--- src/hw/rtl/cse_pkg.sv ---
`default_nettype none
// ---------------------------------------------------------------------------
// cse_pkg
// Shared types, constants and the saturation helper for the Chebyshev
// series evaluator.
// ---------------------------------------------------------------------------
package cse_pkg;

  localparam int Q_W            = 32;
  localparam int ONE_Q          = 65536;
  localparam int SUM_W          = 53;
  localparam int DEG_CFG_W      = 3;
  localparam int CFG_IDX_W      = 8;
  localparam int DIV_STEPS      = 32;
  localparam int MAX_DEGREE_DEF = 4;

  localparam logic [CFG_IDX_W-1:0] REG_RANGE_LOW  = CFG_IDX_W'(0);
  localparam logic [CFG_IDX_W-1:0] REG_RANGE_HIGH = CFG_IDX_W'(1);
  localparam logic [CFG_IDX_W-1:0] REG_DEGREE     = CFG_IDX_W'(2);
  localparam int                   REG_COEF_BASE  = 3;

  typedef struct packed {
    logic              valid;
    logic              neg;
    logic              ovf;
    logic              rerr;
    logic [Q_W-1:0]    rem;
    logic [Q_W-1:0]    dvd;
    logic [Q_W-1:0]    quo;
  } div_word_t;

  typedef struct packed {
    logic                    valid;
    logic                    rerr;
    logic                    sat;
    logic signed [Q_W-1:0]   t;
    logic signed [Q_W-1:0]   tprev;
    logic signed [Q_W-1:0]   tcur;
    logic signed [SUM_W-1:0] sum;
  } series_word_t;

  // Clips a wide signed value to Q16.16; the top bit of the result is the flag.
  function automatic logic [Q_W:0] clip_q(input logic signed [SUM_W-1:0] v);
    logic signed [SUM_W-1:0] hi_lim;
    logic signed [SUM_W-1:0] lo_lim;
    hi_lim = {{(SUM_W-Q_W+1){1'b0}}, {(Q_W-1){1'b1}}};
    lo_lim = ~hi_lim;
    if (v > hi_lim) begin
      return {1'b1, hi_lim[Q_W-1:0]};
    end else if (v < lo_lim) begin
      return {1'b1, lo_lim[Q_W-1:0]};
    end
    return {1'b0, v[Q_W-1:0]};
  endfunction

endpackage
`default_nettype wire

--- src/hw/rtl/cse_div_cell.sv ---
`default_nettype none
// ---------------------------------------------------------------------------
// cse_div_cell
// One restoring division step: brings in one dividend bit and yields one
// quotient bit.
// ---------------------------------------------------------------------------
module cse_div_cell (
  input  logic                   clk,
  input  logic                   rst_n,
  input  logic                   en,
  input  logic [cse_pkg::Q_W-1:0] den,
  input  cse_pkg::div_word_t     d_in,
  output cse_pkg::div_word_t     d_out
);
  import cse_pkg::*;

  div_word_t  d_r;
  div_word_t  d_nxt;
  logic [Q_W:0] r2;
  logic [Q_W:0] diff;
  logic         ge;

  always_comb begin
    r2    = {d_in.rem, d_in.dvd[Q_W-1]};
    diff  = r2 - {1'b0, den};
    ge    = (r2 >= {1'b0, den});
    d_nxt = d_in;
    d_nxt.rem = ge ? diff[Q_W-1:0] : r2[Q_W-1:0];
    d_nxt.dvd = {d_in.dvd[Q_W-2:0], 1'b0};
    d_nxt.quo = {d_in.quo[Q_W-2:0], ge};
  end

  always_ff @(posedge clk) begin
    if (!rst_n) begin
      d_r.valid <= 1'b0;
    end else if (en) begin
      d_r.valid <= d_nxt.valid;
    end
  end

  always_ff @(posedge clk) begin
    if (en) begin
      d_r.neg  <= d_nxt.neg;
      d_r.ovf  <= d_nxt.ovf;
      d_r.rerr <= d_nxt.rerr;
      d_r.rem  <= d_nxt.rem;
      d_r.dvd  <= d_nxt.dvd;
      d_r.quo  <= d_nxt.quo;
    end
  end

  assign d_out = d_r;

endmodule
`default_nettype wire

--- config.mk ---
export PLATFORM = sky130hd
export DESIGN_NAME = cse_div_cell
export DESIGN_NICKNAME = d
export VERILOG_FILES = /design/src/hw/rtl/cse_pkg.sv /design/src/hw/rtl/cse_div_cell.sv
export SDC_FILE = /design/constraint.sdc
export NUM_CORES = 1
export LEC_CHECK = 0
export BUFFER_PORTS_ARGS = -buffer_cell sky130_fd_sc_hd__buf_2
export CELL_PAD_IN_SITES_DETAIL_PLACEMENT = 0
export CELL_PAD_IN_SITES_GLOBAL_PLACEMENT = 1
export CORE_UTILIZATION = 35
export CTS_CLUSTER_DIAMETER = 80
export DETAILED_ROUTE_END_ITERATION = 6
export PLACE_DENSITY = 0.76
export SETUP_SLACK_MARGIN = 0.05
export SYNTH_ARGS = -nofsm -noshare
export SYNTH_HDL_FRONTEND = slang
export SYNTH_SLANG_ARGS = --single-unit
export TNS_END_PERCENT = 30
--- constraint.sdc ---
create_clock -name clk -period 5.4 [get_ports clk]
set_clock_uncertainty 0.2 [all_clocks]
set_input_delay 1.08 -clock clk [delete_from_list [all_inputs] [get_ports clk]]
set_output_delay 1.08 -clock clk [all_outputs]
set_load 0.1 [all_outputs]
# After elaboration in Yosys (flattened, before gate mapping)
# Index checks and enable logic that the tools add are counted.
# totals
reg_bits,99
latchBits,0
ram_bits,0
mem_bits_ro,0
memories,0
# classes
add_sub_neg,1
mul,0
n_div,0
n_lt_le_gt_ge,1
n_eq_ne,0
shift,0
n_mux,1
bitwise,0
reduce_logical,0
# ops
cell,n
$ge 33x32->1,1
$mux 32,1
$sub 32x32->32,1

# Logic depth before layout (Yosys ltp)
# Gate-level depths: netlist of the first run.
# depth
depth_word,2
depth_mapped,13
depth_no_buf,12

# Worst setup path after synthesis of the first run
# Ideal clock, no wire load.
# synth_timing
path_kind,input to register
from,in den[7] (netlist bit)
to,"reg d_r (netlist bit d_out[77]), data pin"
setup_ns,0.262
arrival_time_ns,3.593
required_time_ns,4.938
setup_slack_ns,1.345
cell_stages,12
path_buffers,2
cell_sequence,inv_1 -> ha_1 -> buf_2 -> nand4_1 -> or4_1 -> a21oi_1 -> nor3_1 -> a211oi_2 -> o21ai_2 -> o31ai_4 -> buf_4 -> mux2_1
# synth_rtl
element,line,source
from (decl),cse_div_cell.sv:11,"input logic [cse_pkg::Q_W-1:0] den,"
to (decl),cse_div_cell.sv:17,div_word_t d_r;

==> metrics.txt, run 1 <==
# setup viols final 0; total power 2590 uW; Fillers 1,377; final WL 14,400 um; Leakage 0.00309 uW; relative max-transition margin roughly 36%; Hold Path Origin d_out[99]; # port buffers 232; worst-path fanout max 30; CP peak stage delay 0.54 ns; die area about 0.015 mm2; post-synth cell types 49; register area share after synthesis 57.0%; fmax ~230 MHz; post-synth top area share 56.6%; Final period util a little under 80%; post-CTS sizing 0; CP endpoint kind flip-flop; CP required approximately 5.3 ns; PD cells 380 mW/mm2; post-detailed-route count of antenna-violating nets 0; final worst slack 1.14 ns; EDFF count, synth 98; outcome completed; cell taking the most area after synthesis edfxtp_1; Die Span X between 100 and 150 um; fin. max-slew vios 0; clock root buffer clkbuf_16; dpl hpwl roughly 11,000 um; number of global-route vias before repair 3,975; Syn Area/Cell 11.7 um2; Syn Inst Count roughly 450; commonest cells in the netlist edfxtp_1 (98), a21oi_1 (54), inv_1 (38), nor2_1 (36), ha_1 (32); CTS Hold Buffers Added 0; first-pass GRT wire length about 21,000 um; worst setup path class input port to flip-flop; share of cells above drive strength 1 38.4%; pre-CTS WS 0.747 ns; worst-skew pair later-pin latency 0.34 ns; H-tree depth 3; # DRC 0; setup repair bufs after CTS 0; worst path arrival time 4.16 ns; CTS max path bufs 2; largest net degree at the start of global routing 73; Cell Rows 44; vias per cell roughly 5; initial drt markers 224; most instantiated library cell after synthesis edfxtp_1; syn_nets 614; largest cells by area after synthesis edfxtp_1 (57%), ha_1 (7.7%), a21oi_1 (5.2%), inv_1 (2.7%), xnor2_1 (2.7%); Layout area overhead 31.0%; CP startpoint kind input port; Hold Path Class flip-flop to flip-flop; Ys Warns 0; initial core utilization 35.8%; Ports 235; Largest register FFs 99; clock-pin slew on the worst setup and hold paths 0.07 ns; Sink Count between 90 and 100; Worst-Margin Slew 0.953 ns; cell area after synthesis ~0.0052 mm2; endpoints failing hold 0; routed len/inst 16.6 um; max_cap viols 0; CORE AREA 0.0145 mm2; via count 4,220; drt pass-1 iters 4; Die Ht 124 um; worst r2r src d_out[99]; gr usage total 18.2%; Synth Register Bits between 90 and 100; RSZ-0062 raised after global routing false; CTS Buf Count 9; Placer Congestion around 0.80; min Tclk post-route 4.26 ns; total grt overflow 0; TritonCTS clock tree yes; setup tns final 0 ns; Max IR drop VDD around 0.00015 V; Critical Path Start den[18]; nets@finish around 840; Critical Path, Cell by Cell buf_2, inv_1, ha_1, nand4_1, or4_1, a21oi_1, nor3_1, a211oi_2, o21ai_2, o31ai_4, buf_12, mux2_2; asr flop ratio synth 0%; antenna violations before repair 2; Synth Flop Type edfxtp_1; crit path max-delay cell type o31ai_4
-- cells by family (layout without fill, tap and decap cells) --
kind of cell | after synthesis | count (layout) | synth area share (%)
AO/OA/AOI/OAI | 118 | 118 | 14.2
flip-flops | 99 | 99 | 57.0
AND/OR/NAND/NOR | 99 | 99 | 8.84
buffers and inverters | 56 | 290 | 4.55
adder cells (fa/ha/maj) | 33 | 33 | 8.09
XOR/XNOR | 27 | 27 | 4.55
multiplexers | 13 | 13 | 2.74
other | 1 | 2 | 0.0722
-- per-layer routing --
metal | vias to the layer above | share of wire [%] | GRT usage [%]
li1 | 2091 | - | -
met1 | 1946 | 40 | 21.4
met2 | 164 | 50 | 32.0
met3 | 17 | 8.9 | 4.99
met4 | 2 | 1.6 | 5.65
met5 | - | 0.090 | 0
-- final timing paths --
kind | endpoint | slack (ns) | depth (start not counted)
min reg2reg | d_out[99] | 0.35 | 2
max reg2reg | d_out[99] | 4.57 | 2
max | d_out[68] | 1.14 | 12
min | d_out[99] | 0.35 | 2
-- where the power goes --
| part | switching [uW] | internal (uW) | total (uW) | leakage [uW] |
|---|---|---|---|---|
| sequential | 17.7 | 944 | 962 | 0.000968 |
| clock | 292 | 315 | 607 | 0.000130 |
| combinational | 810 | 209 | 1020 | 0.00200 |
-- cell usage in the layout (no fill, tap or decap), drive strengths merged, types with 2 or more instances in the layout --
cell     count
clkinv       2
xor2        11
nor2        36
a31oi        5
nor2b        3
mux2i        3
nand2       27
and4         2
buf        236
o21a         6
o41ai        2
o31ai        2
a2bb2oi      2
inv         40
nand3        8
nor3         2
o21bai       3
a211o        2
a21o        12
nand2b       4
o22ai        2
clkbuf      11
o21ai       17
a211oi       4
edfxtp      98
ha          32
o211ai       4
mux2        10
nand4        7
xnor2       16
a21oi       54
nor4         4
-- cell type report --
| cell class | instances | area [um2] | area share, % |
|---|---|---|---|
| Sequential cell | 99 | 2960 | 43.5 |
| Inverter | 38 | 143 | 2.09 |
| Multi-Input combinational cell | 291 | 2000 | 29.3 |
| Timing Repair Buffer | 236 | 1210 | 17.7 |
| Tap cell | 184 | 230 | 3.38 |
| Antenna cell | 1 | 2.50 | 0.0367 |
| Clock inverter | 5 | 35.0 | 0.514 |
| Clock buffer | 11 | 233 | 3.42 |
-- metrics by stage --
stage / cell area (um2) / hold WS, ns / cells / utilization, %
floorplan: 5200 / 0.781 / 446 / -
global placement: 6540 / 0.297 / 848 / 45.0
detailed placement: 6540 / 0.340 / 848 / 45.0
CTS: 6810 / 0.351 / 864 / 46.8
global route: 6810 / 0.363 / 865 / 46.9
finish: 6810 / 0.350 / 865 / 46.9
-- worst max-delay path, delay by kind of cell --
kind	cells	cell delay, ns
compound gates	4	1.12
simple gates	3	0.78
mux	1	0.36
fa+ha+maj	1	0.41
buf+inv	3	0.39
Note: power is estimated with default switching activity, not from simulation.
==> run 2: changes to the inputs <==
==> constraint.sdc (replaced) <==
create_clock -name clk -period 3.95 [get_ports clk]
set_clock_uncertainty 0.2 [all_clocks]
set_input_delay 0.79 -clock clk [delete_from_list [all_inputs] [get_ports clk]]
set_output_delay 0.79 -clock clk [all_outputs]
set_load 0.1 [all_outputs]
==> metrics.txt, run 2 (synthesis results as in run 1) <==
CP startpoint kind input port; min Tclk post-route between 3 and 4 ns; worst setup path class input port to flip-flop; Final period util 94.1%; Max IR drop VDD 0.000214 V (+45%); Layout area overhead 35.7%; final worst slack 0.232 ns (-0.906 ns); commonest non-fill, non-tap cell in the layout buf_2; final core utilization 48.5% (+1.7 points); CTS max path bufs 2 (unchanged); antenna violations before repair 3 (+1); Seq pwr share 36.3% (-0.9 points); Ports 235 (unchanged); fin. max-slew vios 0 (unchanged); largest net degree at the start of global routing 38 (-48%); Leakage 0.00324 uW (+4.8%); Cell Rows 44 (unchanged); Sink Count 99 (unchanged); initial drt markers 244 (+8.9%); CP peak stage delay 0.39 ns (-0.15 ns); clock root buffer clkbuf_16; gr usage total 17.9% (-0.27 points); total grt overflow 0 (unchanged); worst path arrival time 3.61 ns (-0.55 ns); max_cap viols 0 (unchanged); Worst-Margin Slew 0.525 ns (-0.427 ns); PD cells 514 mW/mm2 (+35%); outcome completed; # port buffers 232 (unchanged); Die Span X 124 um (unchanged); Largest register FFs 99 (unchanged); Critical Path Start d_in[63]; Comb power frac 39.5% (about the same); CORE AREA 0.0145 mm2 (unchanged); Hold Path Class flip-flop to flip-flop; crit path max-delay cell type fa_1; Switching Share 42.2% (-1.1 points); clock-pin slew on the worst setup and hold paths 0.07 ns (about the same); H-tree depth 3 (unchanged); Placer Congestion 0.847 (+6.1%); routed len/inst 16.0 um (-3.7%); CP most frequent cell a21oi_1; first-pass GRT wire length 20,400 um (-1.6%); endpoints failing hold 0 (unchanged); RSZ-0062 raised after global routing false; vias per cell 4.85 (-0.54%); drt pass-1 iters 6 (+2); pre-CTS WS -0.159 ns (-0.906 ns); initial core utilization 35.8% (unchanged); fmax 269 MHz; Clock power frac 24.3% (+0.8 points); Psw 1530 uW (+36%); die area 0.0153 mm2 (unchanged); CTS Buf Count 9 (unchanged); via count 4,338 (+2.8%); worst r2r src d_out[99]; number of global-route vias before repair 4,054 (+2.0%); worst-path fanout max 3 (-90%); share of cells above drive strength 1 40.8% (+2.4 points); # DRC 0 (unchanged); dpl hpwl 11,400 um (+0.92%); Die Ht 124 um (unchanged); internal power 2100 uW (+43%); relative max-transition margin 65.0% (+28 points); CP endpoint kind flip-flop; post-detailed-route count of antenna-violating nets 0 (unchanged); CP required 3.84 ns (-1.46 ns); CTS Hold Buffers Added 0 (unchanged); final WL 14,300 um (-0.51%); Critical Path, Cell by Cell buf_2, inv_1, ha_1, fa_1, nand2b_1, a21oi_1, o21ai_0, o311a_1, a31oi_1, a21oi_1, o41ai_2, xor2_1, mux2_1; nets@finish 871 (+3.3%); # setup viols final 0 (unchanged); worst-skew pair later-pin latency 0.34 ns (about the same); TritonCTS clock tree yes; most frequent cells in the layout buf_2 (231), edfxtp_1 (98), a21oi_1 (54); Fin Hold WS 0.341 ns (-0.00923 ns); Hold Path Origin d_out[99]
-- run 2: worst paths after layout --
path                                   to  slack, ns  depth (start not counted)
worst max-delay path            d_out[94]       0.23                         13
worst min-delay path            d_out[99]       0.34                          2
worst max register to register  d_out[99]       3.15                          2
worst min register to register  d_out[99]       0.34                          2
-- run 2: stage by stage --
stage	std cells	setup TNS [ns]	cell area, um2	power (uW)
2_1_floorplan	446	0	5200	2460
3_3_place_gp	876	-0.105	6750	2760
3_5_place_dp	876	-0.192	6750	2770
4_1_cts	892	0	7040	3660
5_1_grt	893	0	7050	3760
6_report	894	0	7060	3620
-- run 2: area by class of cell --
cell class | count | area, um2
multi-input combinational | 291 | 2010
tap | 184 | 230
fill | 1384 | 7480
inverter | 38 | 143
antenna | 2 | 5.00
clock buffer | 10 | 229
clock inverter | 6 | 63.8
timing repair buffer | 264 | 1420
sequential | 99 | 2960
-- run 2: repair_timing --
item,in CTS,in global routing
resized for setup,0,1
buffers inserted,0,0
setup endpoints to repair,0,1
-- run 2: power by group through the flow --
| stage | logic (uW) | registers (uW) | clock network (uW) |
|---|---|---|---|
| floorplan | 322 | 2140 | 0 |
| global placement | 1420 | 1340 | 0 |
| detailed placement | 1430 | 1340 | 0 |
| CTS | 1440 | 1320 | 904 |
| global route | 1500 | 1320 | 936 |
| finish | 1430 | 1310 | 879 |
-- run 2: layer usage --
metal | share of wire, % | vias up | track usage (%) | wire length, um
li1 | - | 2151 | - | -
met1 | 39 | 2008 | 19.7 | 5570
met2 | 52 | 159 | 33.3 | 7400
met3 | 7.7 | 18 | 4.95 | 1100
met4 | 1.4 | 2 | 5.35 | 203
met5 | 0.091 | - | 0 | 13
-- run 2: worst max-delay path: cells and delay by family --
kind            cells  cell delay (ns)
buf+inv             2             0.13
compound gates      6             1.51
fa+ha+maj           2             0.60
mux                 1             0.29
simple gates        1             0.17
xor+xnor            1             0.11
==> run 3: changes to the inputs <==
--- a/config.mk
+++ b/config.mk
@@ -12,6 +12,7 @@
 export CTS_CLUSTER_DIAMETER = 80
 export DETAILED_ROUTE_END_ITERATION = 6
 export PLACE_DENSITY = 0.76
+export REMOVE_ABC_BUFFERS = 1
 export SETUP_SLACK_MARGIN = 0.05
 export SYNTH_ARGS = -nofsm -noshare
 export SYNTH_HDL_FRONTEND = slang
==> metrics.txt, run 3 (synthesis results as in run 1) <==
outcome completed; CORE AREA 0.0145 mm2 (unchanged); setup repair bufs after CTS 0 (unchanged); worst setup path class input port to flip-flop; first-pass GRT wire length 20,500 um (+0.88%); RSZ-0062 raised after global routing true; reg2reg path depth 2 (unchanged); fin. max-slew vios 0 (unchanged); Antenna Diode Count 0 (-2); die area 0.0153 mm2 (unchanged); Hold Path Origin d_out[99]; Layout area overhead 36.3%; Cell Rows 44 (unchanged); post-route cell area 0.00708 mm2 (+0.41%); Placer Congestion 0.861 (+1.7%); Bufs and invs on worst path 3 (+1); worst path arrival time 3.58 ns (-0.03 ns); CP peak stage delay 0.40 ns (about the same); via count 4,301 (-0.85%); nets@finish 867 (-0.46%); most frequent cells in the layout buf_2 (231), edfxtp_1 (98), a21oi_1 (54); gr usage total 18.1% (+0.22 points); share of cells above drive strength 1 40.9% (+0.090 points); CP startpoint kind input port; r2r setup slk 3.16 ns (about the same); total grt overflow 0 (unchanged); vias per cell 4.84 (-0.18%); CTS max path bufs 2 (unchanged); worst r2r src d_out[99]; crit path max-delay cell type fa_1; worst-path fanout max 2 (-1); CP required 3.86 ns (+0.02 ns); # DRC 0 (unchanged); # setup viols final 0 (unchanged); TritonCTS clock tree yes; Ports 235 (unchanged); worst-skew pair later-pin latency 0.35 ns (about the same); dpl hpwl 11,300 um (-0.97%); Die Ht 124 um (unchanged); clock root buffer clkbuf_16; Worst-Margin Slew 0.548 ns (+0.0225 ns); Sink Count 99 (unchanged); min Tclk post-route 3.67 ns (-0.0434 ns); Largest register FFs 99 (unchanged); initial drt markers 224 (-8.2%); largest net degree at the start of global routing 100 (+160%); number of global-route vias before repair 4,074 (+0.49%); WP depth 14 (+1); Worst path top cell family by delay compound AO/OA/AOI/OAI gates; CP endpoint kind flip-flop; Leakage 0.00325 uW (+0.14%); drt pass-1 iters 4 (-2); PD cells 527 mW/mm2 (+2.6%); endpoints failing hold 0 (unchanged); Cell Area, Placed 0.00675 mm2 (about the same); Die Span X 124 um (unchanged); final core utilization 48.7% (+0.20 points); Fin Hold WS 0.332 ns (-0.00902 ns); fmax 272 MHz (+1.2%); clock-pin slew on the worst setup and hold paths 0.07 ns (about the same); Worst Hold Path EP d_out[99]; H-tree depth 3 (unchanged); hold path depth 2 (unchanged); final WL 14,400 um (+0.75%); Final period util 93.0% (-1.1 points); max_cap viols 0 (unchanged); Fillers 1,375 (-0.65%); routed len/inst 16.2 um (+1.4%); Max IR drop VDD 0.000197 V (-8.2%); FF-to-FF End d_out[99]; Hold Path Class flip-flop to flip-flop; CTS Hold Buffers Added 0 (unchanged); relative max-transition margin 63.5% (-1.5 points); Critical Path, Cell by Cell buf_2, inv_1, ha_1, fa_1, nand2b_1, a21oi_1, o21ai_0, o311a_1, a31oi_1, a21oi_1, buf_4, o21ai_0, xor2_1, mux2_1; antenna violations before repair 0 (-3); CTS Buf Count 9 (unchanged); post-detailed-route count of antenna-violating nets 0 (unchanged); commonest non-fill, non-tap cell in the layout buf_2; # port buffers 232 (unchanged); initial core utilization 35.8% (unchanged)
==> run 3: changes by cell type in the layout (fill, tap and decap cells not counted), sizes merged <==
cell      previous run  this run
inv                 39        41
bufinv               1         2
diode                2         0
clkinv               4         0
clkinvlp             0         2
buf                264       260
clkbuf              10         9
==> run 3: per-layer routing <==
| layer | GRT usage [%] | share of wire, % | wire length (um) | up-vias |
|---|---|---|---|---|
| li1 | - | - | - | 2138 |
| met4 | 8.58 | 2.1 | 302 | 0 |
| met5 | 0 | 0 | 0 | - |
| met2 | 31.0 | 49 | 7040 | 140 |
| met1 | 22.0 | 42 | 6050 | 2004 |
| met3 | 3.34 | 7.1 | 1020 | 19 |
==> run 3: final cells by class <==
type,instances,area (um2),share of cell area (%)
sequential,99,2960,41.8
clock buffer,9,225,3.18
tap,184,230,3.25
multi-input combinational,291,2010,28.3
clock inverter,7,106,1.50
inverter,38,143,2.01
timing repair buffer,260,1410,19.9
==> run 3: how the worst max path moves through the flow <==
stage                         from        end  slack (ns)
after global routing      d_in[63]  d_out[90]        0.01
after detailed placement  d_in[63]  d_out[94]       -0.13
after CTS                 d_in[63]  d_out[94]        0.23
final                     d_in[63]  d_out[90]        0.28
after floorplan             den[7]  d_out[67]       -0.46
after global placement    d_in[63]  d_out[94]       -0.12
==> run 3: per-stage QoR <==
stage	setup slack (ns)	std cells	setup TNS [ns]	power (uW)
detailed placement	-0.126	872	-0.195	2770
finish	0.276	888	0	3730
floorplan	-0.464	428	-9.56	2450
global placement	-0.117	872	-0.195	2760
global route	0.0118	888	0	3870
CTS	0.231	888	0	3770
==> run 3: worst min-delay path, cell delays in order (launching register included) <==
cell     delay (ns)
dfxtp_1        0.33
mux2i_1        0.07
nor2b_1        0.10
==> run 3: report_power, final <==
| part | switching, uW | total, uW | internal (uW) | leakage (uW) |
|---|---|---|---|---|
| logic | 1120 | 1430 | 313 | 0.00212 |
| clock network | 420 | 987 | 567 | 0.000156 |
| registers | 25.4 | 1320 | 1290 | 0.000968 |
| total | 1560 | 3730 | 2170 | 0.00325 |
==> run 3: what timing repair did <==
action | CTS | global route
gates resized for setup | 0 | 1
setup endpoints to repair | 0 | 2
hold endpoints to repair | 0 | 0
